==> config.mk <==
export PLATFORM = sky130hd
export DESIGN_NAME = circle_lattice_point_counter_top
export DESIGN_NICKNAME = d
export VERILOG_FILES = /design/src/design/clpc_pkg.sv /design/src/design/circle_lattice_point_counter_top.sv
export SDC_FILE = /design/constraint.sdc
export NUM_CORES = 1
export LEC_CHECK = 0
export ABC_CLOCK_PERIOD_IN_PS = 4600
export BUFFER_PORTS_ARGS = -buffer_cell sky130_fd_sc_hd__buf_2
export CAP_MARGIN = 15
export CELL_PAD_IN_SITES_DETAIL_PLACEMENT = 1
export CELL_PAD_IN_SITES_GLOBAL_PLACEMENT = 1
export CORE_MARGIN = 2
export CORE_UTILIZATION = 40
export DETAILED_ROUTE_END_ITERATION = 6
export PLACE_DENSITY = 0.79
export SLEW_MARGIN = 20
export SYNTH_ARGS = -nofsm -noshare
export SYNTH_HDL_FRONTEND = slang
export SYNTH_SLANG_ARGS = --single-unit
==> constraint.sdc <==
create_clock -name clk -period 4.6 [get_ports clk]
set_input_delay 0 -clock clk [delete_from_list [all_inputs] [get_ports clk]]
set_output_delay 0 -clock clk [all_outputs]
set_load 0.005 [all_outputs]
==> src/design/clpc_pkg.sv <==
// Package for the circle lattice point counter: widths, limits and state codes.
// Depends on nothing; imported by circle_lattice_point_counter_top.
`timescale 1ns / 1ps

package clpc_pkg;

  // Default width of the squared radius field.
  localparam int RADIUS_SQ_WIDTH_DEF = 31;

  // Width of the point count field.
  localparam int COUNT_WIDTH = 18;

  // Width of the saturating hit counter. Its top bit set means the scaled count overflows.
  localparam int HIT_WIDTH = COUNT_WIDTH - 1;

  // Largest point count the output field can hold.
  localparam logic [COUNT_WIDTH-1:0] COUNT_MAX = '1;

  typedef enum logic [1:0] {
    ST_IDLE,
    ST_ROOT,
    ST_WALK,
    ST_FINISH
  } state_t;

endpackage

==> src/design/circle_lattice_point_counter_top.sv <==
// Circle lattice point counter: r2(n), the number of integer points on x*x + y*y = n.
// Holds the digit-serial square root, the residual walk and the output register.
// Depends on clpc_pkg.
`timescale 1ns / 1ps

//  channel | valid        | stall        | payload
//  --------+--------------+--------------+-----------------------------
//  input   | valid        | stall (out)  | r_squared   [RADIUS_SQ_WIDTH]
//  output  | out_valid    | out_stall    | point_count [18]
//
// The square root takes one cycle per two input bits, and the walk then takes
// one cycle per step of either pointer, which is isqrt(n) steps at most (about
// 46300 at 31 bits). The zero radius skips the root and the walk. Reset clears
// the state and the output valid. The input stalls while an item is in work; a
// finished result waits in the output register, and the block only waits in its
// final state if that register is still full and stalled.

module circle_lattice_point_counter_top
  import clpc_pkg::*;
#(
  parameter int RADIUS_SQ_WIDTH = RADIUS_SQ_WIDTH_DEF
) (
  input  logic                       clk,
  input  logic                       rst,
  input  logic                       valid,
  output logic                       stall,
  input  logic [RADIUS_SQ_WIDTH-1:0] r_squared,
  output logic                       out_valid,
  input  logic                       out_stall,
  output logic [COUNT_WIDTH-1:0]     point_count
);

  // Root width, padded radicand width, remainder width, x width and residual width.
  localparam int SW  = (RADIUS_SQ_WIDTH + 1) / 2;
  localparam int NW  = 2 * SW;
  localparam int RW  = SW + 2;
  localparam int XW  = SW + 1;
  localparam int DW  = NW + 2;
  localparam int SCW = $clog2(SW + 1);

  state_t state, state_next;

  // Radicand shift register, two bits leave at the top each root cycle.
  logic [NW-1:0]         nsh, nsh_next;
  logic [SW-1:0]         root, root_next;
  logic [RW-1:0]         rem, rem_next;
  logic [SCW-1:0]        step, step_next;

  // Walk pointers and the residual d = n - x*x - y*y.
  logic [XW-1:0]         x, x_next;
  logic [SW-1:0]         y, y_next;
  logic signed [DW-1:0]  d, d_next;
  logic [HIT_WIDTH-1:0]  hits, hits_next;
  logic                  zero_n, zero_n_next;

  logic                  out_valid_next;
  logic [COUNT_WIDTH-1:0] point_count_next;

  // One restoring square root digit.
  logic [RW+1:0]         rem_sh;
  logic [RW+1:0]         trial;
  logic                  root_ge;
  logic [RW-1:0]         rem_step;
  logic [SW-1:0]         root_step;

  // Walk step terms.
  logic signed [DW-1:0]  y_term;
  logic signed [DW-1:0]  x_term;
  logic [HIT_WIDTH-1:0]  hit_inc;
  logic [COUNT_WIDTH-1:0] result;
  logic                  out_free;

  assign rem_sh    = {rem, nsh[NW-1 -: 2]};
  assign trial     = (RW + 2)'({root, 2'b01});
  assign root_ge   = (rem_sh >= trial);
  assign rem_step  = root_ge ? RW'(rem_sh - trial) : RW'(rem_sh);
  assign root_step = {root[SW-2:0], root_ge};

  // Moving y down by one adds 2y-1; moving x up by one subtracts 2x+1 of the old x.
  assign y_term  = DW'({y, 1'b0}) - DW'(1);
  assign x_term  = DW'({x, 1'b0}) + DW'(1);
  assign hit_inc = (x == XW'(y)) ? HIT_WIDTH'(1) : HIT_WIDTH'(2);

  // The hit counter freezes once its top bit is set, which maps to the saturated count.
  assign result = zero_n ? COUNT_WIDTH'(1)
                : hits[HIT_WIDTH-1] ? COUNT_MAX
                : {hits[HIT_WIDTH-2:0], 2'b00};

  assign out_free = !out_valid || !out_stall;
  assign stall    = (state != ST_IDLE);

  always_ff @(posedge clk) begin
    if (rst) begin
      state     <= ST_IDLE;
      out_valid <= 1'b0;
    end else begin
      state     <= state_next;
      out_valid <= out_valid_next;
    end
  end

  always_ff @(posedge clk) begin
    nsh         <= nsh_next;
    root        <= root_next;
    rem         <= rem_next;
    step        <= step_next;
    x           <= x_next;
    y           <= y_next;
    d           <= d_next;
    hits        <= hits_next;
    zero_n      <= zero_n_next;
    point_count <= point_count_next;
  end

  always_comb begin
    state_next       = state;
    nsh_next         = nsh;
    root_next        = root;
    rem_next         = rem;
    step_next        = step;
    x_next           = x;
    y_next           = y;
    d_next           = d;
    hits_next        = hits;
    zero_n_next      = zero_n;
    point_count_next = point_count;
    out_valid_next   = out_valid && out_stall;

    case (state)
      ST_IDLE: begin
        if (valid) begin
          nsh_next    = NW'(r_squared);
          root_next   = '0;
          rem_next    = '0;
          step_next   = SCW'(SW - 1);
          zero_n_next = (r_squared == '0);
          // The zero radius has the single point at the origin and skips all work.
          state_next  = (r_squared == '0) ? ST_FINISH : ST_ROOT;
        end
      end

      ST_ROOT: begin
        nsh_next  = {nsh[NW-3:0], 2'b00};
        root_next = root_step;
        rem_next  = rem_step;
        step_next = step - SCW'(1);
        if (step == '0) begin
          // Start the walk at x = 1, y = isqrt(n); a zero remainder means n is a square.
          x_next     = XW'(1);
          y_next     = root_step;
          d_next     = DW'(rem_step) - DW'(1);
          hits_next  = (rem_step == '0) ? HIT_WIDTH'(1) : '0;
          state_next = ST_WALK;
        end
      end

      ST_WALK: begin
        // Only pairs with x <= y are visited; x < y counts for itself and its mirror.
        if (x > XW'(y)) begin
          state_next = ST_FINISH;
        end else if (d[DW-1]) begin
          d_next = d + y_term;
          y_next = y - SW'(1);
        end else begin
          if ((d == '0) && !hits[HIT_WIDTH-1]) begin
            hits_next = hits + hit_inc;
          end
          d_next = d - x_term;
          x_next = x + XW'(1);
        end
      end

      ST_FINISH: begin
        if (out_free) begin
          point_count_next = result;
          out_valid_next   = 1'b1;
          state_next       = ST_IDLE;
        end
      end

      default: begin
        state_next = ST_IDLE;
      end
    endcase
  end

endmodule
# --- Word-level counts from Yosys, hierarchy flattened ---
# Index checks and enable logic that the tools add are counted.
op_classes:
  add_sub_neg: 10
  eq_ne: 12
  n_reduce_logical: 22
  muxes: 37
  n_lt_le_gt_ge: 2
ops:
  columns: ["operator", "count"]
  rows:
  - ["two-way mux 17 bit", 7]
  - ["two-way mux 34 bit", 3]
  - ["case mux 17 bit (2 select lines)", 2]
  - ["case mux 34 bit (2 select lines)", 1]
  - ["two-way mux 16 bit", 4]
  - ["case mux 16 bit (2 select lines)", 2]
  - ["case mux 32 bit (2 select lines)", 1]
  - ["two-way mux 18 bit", 3]
  - ["case mux 18 bit (2 select lines)", 1]
  - ["adder 34 x 18 -> 34 bit", 1]
  - ["logical NOT 34 bit", 1]
  - ["subtractor 34 x 20 -> 34 bit", 1]
  - ["two-way mux 32 bit", 1]
  - ["logical NOT 31 bit", 1]
  - ["greater-or-equal comparator 20 x 18 -> 1 bit", 1]
  - ["adder 18 x 1 -> 19 bit, second input constant", 1]
  - ["subtractor 18 x 1 -> 19 bit, second input constant", 1]
  - ["logical NOT 18 bit", 1]
  - ["subtractor 17 x 1 -> 18 bit, second input constant", 1]
  - ["subtractor 18 bit", 1]
  - ["adder 17 x 1 -> 17 bit, second input constant", 1]
  - ["adder 17 x 2 -> 17 bit", 1]
  - ["== test 17 x 16 -> 1 bit", 1]
  - ["greater-than comparator 17 x 16 -> 1 bit", 1]
  - ["20 further kinds", 44]
totals:
  input_bits: 35
  word_cells: 95
  regBits: 177
  output_inout_bits: 20

# --- Depth between registers and ports, before layout ---
depth:
  word_depth: 7
  depth_mapped: 19
  depth_no_buf: 19

# --- Worst setup path after synthesis ---
# No wires, ideal clock.
synth_path:
  kind: "flip-flop to flip-flop"
  startpoint: "reg y[2]"
  endpoint: "reg d[33] (data pin)"
  required_time_ns: 4.334
  setup_time_ns: 0.266
  arrival_ns: 4.326
  slack_ns: 0.009
  path_stages_with_launch: 19
  path_buffers: 0
  synth_period_minus_slack_ns: 4.591
  path_cell_list: "edfxtp_1 > nor3_1 > nand2_1 > nor4_1 > nand4_1 > or3_1 > nor3_1 > xnor2_1 > mux2i_1 > ha_1 > nand4_1 > or4_1 > o32ai_2 > o221ai_1 > o2111ai_1 > nand3_1 > o21ai_1 > xnor2_1 > o21ai_1"
synth_via:
  elab_chain_len: 5
synth_lines:
  columns: ["element", "line", "text"]
  rows:
  - ["from (decl)", "circle_lattice_point_counter_top.sv:51", "logic [SW-1:0] y, y_next;"]
  - ["from (signal assigned)", "circle_lattice_point_counter_top.sv:108", "y <= y_next;"]
  - ["subtractor 17 x 1 -> 18 bit", "circle_lattice_point_counter_top.sv:80", "assign y_term = DW'({y, 1'b0}) - DW'(1);"]
  - ["adder 34 x 18 -> 34 bit", "circle_lattice_point_counter_top.sv:162", "d_next = d + y_term;"]
  - ["two-way mux 34 bit", "circle_lattice_point_counter_top.sv:161", "end else if (d[DW-1]) begin"]
  - ["two-way mux 34 bit", "circle_lattice_point_counter_top.sv:159", "if (x > XW'(y)) begin"]
  - ["case mux 34 bit (2 select lines)", "circle_lattice_point_counter_top.sv:129", "case (state)"]
  - ["net d_next[33]", "circle_lattice_point_counter_top.sv:52", "logic signed [DW-1:0] d, d_next;"]
  - ["to (signal assigned)", "circle_lattice_point_counter_top.sv:109", "d <= d_next;"]
  - ["to (decl)", "circle_lattice_point_counter_top.sv:52", null]
# The timed path passes the listed nets, and every way through them passes these cells. The select of a mux whose other input is x is not followed.
# A chain may end at the register's enable or synchronous reset.

# --- Final worst setup path ---
layout_path:
  startpoint: "reg y[0]"
  endpoint: "reg d[33] (data pin)"
# Same word-level chain as after synthesis.

==> reports/results.ini <==
[cells_and_area]
multiInputGateArea_um2 = 6480
drive_gt1_share_pct = 19.9
antenna_cells = 0
syn_to_final_growth_pct = 18.6
final_area_um2 = 14100
n_fill_cell = 3264
layout.nets = 1374
regArea_um2 = 5290

[setup_path]
crit_path_end_kind = register
r2r-end = d[33]
worstSetupStartpointType = register
crit_type = reg -> reg
worstPathArrival_ns = 4.91
crit_fanout = 4
startpoint = y[0]
cp.required_ns = 4.78
r2r_start = y[0]
rrSetupSlack_ns = -0.13
ff2ff_path_depth = 20

[drt]
avgRoutedWirePerCell_um = 22.4
antenna_left = 0
totalWireLength_um = 37200
vias = 9676
route.detailed.drc = 0
drtPass1Iterations = 5
vias_per_cell = 5.82
drt-initial-drc-count = 632

[global_routing]
grt_pass1_wl_um = 55400
grt_pass1_vias = 9961
antenna_found_initial = 1
overflow = 0
grt_max_degree = 74
grtUsageTotal_pct = 22.7

[clock_tree]
worstSkewPairLatency_ns = 0.47
clockBufferDepth = 2
numCtsBuffers = 17
cts_max_level = 4
clockRootBuffer = clkbuf_16
clock-sinks = 177
clk_pin_slew_ns = 0.10
cts_tree = done

[min_path]
min-delay-start = out_stall
holdPathEnd = point_count[8]
min_delay_path_depth = 3
hold_class = in -> reg

[timing]
finClkSkew_ns = 0.0297
rsz0062_at_grt = yes
timing.fmax_ghz = 0.211
hold_violations = 0
finalCritPeriodShare_pct = 103
worstMarginPinSlew_ns = 1.01
setup_violations = 7
setup_ws_ns = -0.133
drv_slew = 0
relSlewSlack_pct = 32.4
period_needed_ns = 4.73

[synthesis]
yosys_register_bits = 177
yosys_most_used_dff = edfxtp_1
netlist.area_leader.share_pct = 43.9
synth.avg_cell_area_um2 = 10.4
syn-cell-area_um2 = 11900
yosys-top-cells-count = edfxtp_1 (174), nor2_1 (117), ha_1 (77)
synth_enable_flop_cells = 174
synthArstFlopShare_pct = 0
synth.most_common_cell = edfxtp_1
netlist_instances = 1142
seq_area_frac_synth_pct = 44.4
syn_nets = 1256
ys_warn_count = 0
synth_cell_types = 81
synth_area_leaders = edfxtp_1 (44%), ha_1 (8.1%), xnor2_1 (4.1%)
yosys.area.top_type = edfxtp_1

[die]
core_area_um2 = 29500
die_x_um = 177
dieArea_um2 = 31200
initial_core_util_pct = 40.4
pin_count = 55
die_y_um = 177
fp-row-count = 63

[outcome]
violations = negative setup slack
status = finished, violations left

[place]
placed_area_um2 = 12800
io_buffers = 54
gp_congestion = 0.854
hpwl_um = 22600

[run]
cap_violations = 0

## placed cells by master (no fill, tap or decap), types with 7 or more instances in the layout
| cell | Yosys | final |
|---|---|---|
| and3_1 | 14 | 14 |
| a21o_1 | 25 | 24 |
| xor2_1 | 39 | 38 |
| edfxtp_1 | 174 | 174 |
| inv_1 | 59 | 56 |
| nand3_1 | 27 | 25 |
| dlygate4sd3_1 | 0 | 34 |
| nand2b_1 | 8 | 7 |
| ha_1 | 77 | 71 |
| nor3_1 | 27 | 23 |
| nand2_1 | 67 | 67 |
| o21ai_0 | 44 | 42 |
| o21a_1 | 13 | 13 |
| nor2_1 | 117 | 115 |
| o21bai_1 | 7 | 7 |
| nor2b_1 | 16 | 16 |
| nand4_1 | 18 | 18 |
| o21ai_2 | 11 | 14 |
| buf_4 | 2 | 45 |
| buf_2 | 4 | 54 |
| and2_1 | 31 | 31 |
| mux2i_1 | 24 | 24 |
| clkbuf_16 | 0 | 17 |
| nor4_1 | 22 | 21 |
| or3_1 | 13 | 11 |
| xnor2_1 | 56 | 52 |
| a21oi_1 | 63 | 61 |
| mux2_2 | 31 | 31 |
## state kept, by name (all words and copies together), names as in the netlist
register,cells
x,17
rem,18
zero_n,1
point_count,18
y,16
nsh,32
out_valid,1
hits,17
step,5
root,16
d,34
state,2
## per-stage QoR
step                std cells  util (%)  worst slack (ns)  hold WS [ns]  setup TNS [ns]
finish                   1663      47.9            -0.133        0.0996          -0.271
global route             1663      47.9            -0.254         0.118           -1.44
detailed placement       1581      43.3            -0.220         0.215           -1.04
floorplan                1142         -           0.00880        0.0724               0
CTS                      1648      46.7            0.0216         0.106               0
global placement         1581      43.3           -0.0527         0.206         -0.0748
## worst max-delay path by stage
stage,endpoint,slack (ns),cells after the start
detailed placement,d[28],-0.22,20
floorplan,d[33],0.009,18
finish,d[33],-0.13,20
global route,d[33],-0.25,20
global placement,d[29],-0.05,19
CTS,d[33],0.02,19
## metal layers
| layer | vias up | wire (um) | share of wire [%] | global-route usage [%] |
|---|---|---|---|---|
| li1 | 4442 | - | - | - |
| met1 | 4865 | 15500 | 42 | 28.8 |
| met2 | 290 | 18800 | 51 | 39.0 |
| met3 | 79 | 1340 | 3.6 | 2.48 |
| met4 | 0 | 1550 | 4.2 | 9.99 |
| met5 | - | 0 | 0 | 0 |
## worst max-delay path, cell delays in order, from the launching register on
cell       delay (ns)
edfxtp_1         0.47
buf_6            0.18
inv_4            0.07
ha_4             0.13
nand4_1          0.14
or3_4            0.44
nor3_4           0.27
nand3_2          0.16
nor3_2           0.26
nand2_1          0.14
o21ai_2          0.13
ha_1             0.21
nand4_1          0.17
or4_4            0.46
o32ai_4          0.26
o221ai_2         0.16
o2111ai_1        0.22
nand3_1          0.15
o21ai_2          0.17
xnor2_1          0.15
o21ai_1          0.11
## kinds of logic after synthesis
group                      count (synthesis)  synth area share (%)
and+or+nand+nor                          393                  17.2
AOI/OAI and AO/OA                        243                  14.4
DFF                                      177                  44.4
buffers and inverters                     99                  3.42
xor gates and xnor gates                  95                  6.99
adders and majority gates                 79                  8.43
muxes                                     56                  5.14
## area by class of cell
type | instances | area share (%)
clock buffer | 17 | 3.01
inverter | 59 | 1.59
clock inverter | 15 | 1.19
tap | 390 | 3.46
timing repair buffer | 139 | 7.39
sequential | 177 | 37.5
multi-input combinational | 866 | 45.9
## what timing repair did
item	4_1_cts	5_1_grt
pin swaps	2	32
resized for setup	11	46
setup endpoints to repair	10	13
endpoints found under the hold margin	36	0
setup buffers	1	15
hold buffers	34	0
Power is not shown: default switching activity piles up to over one toggle a cycle in this logic, so the estimate is an artifact.
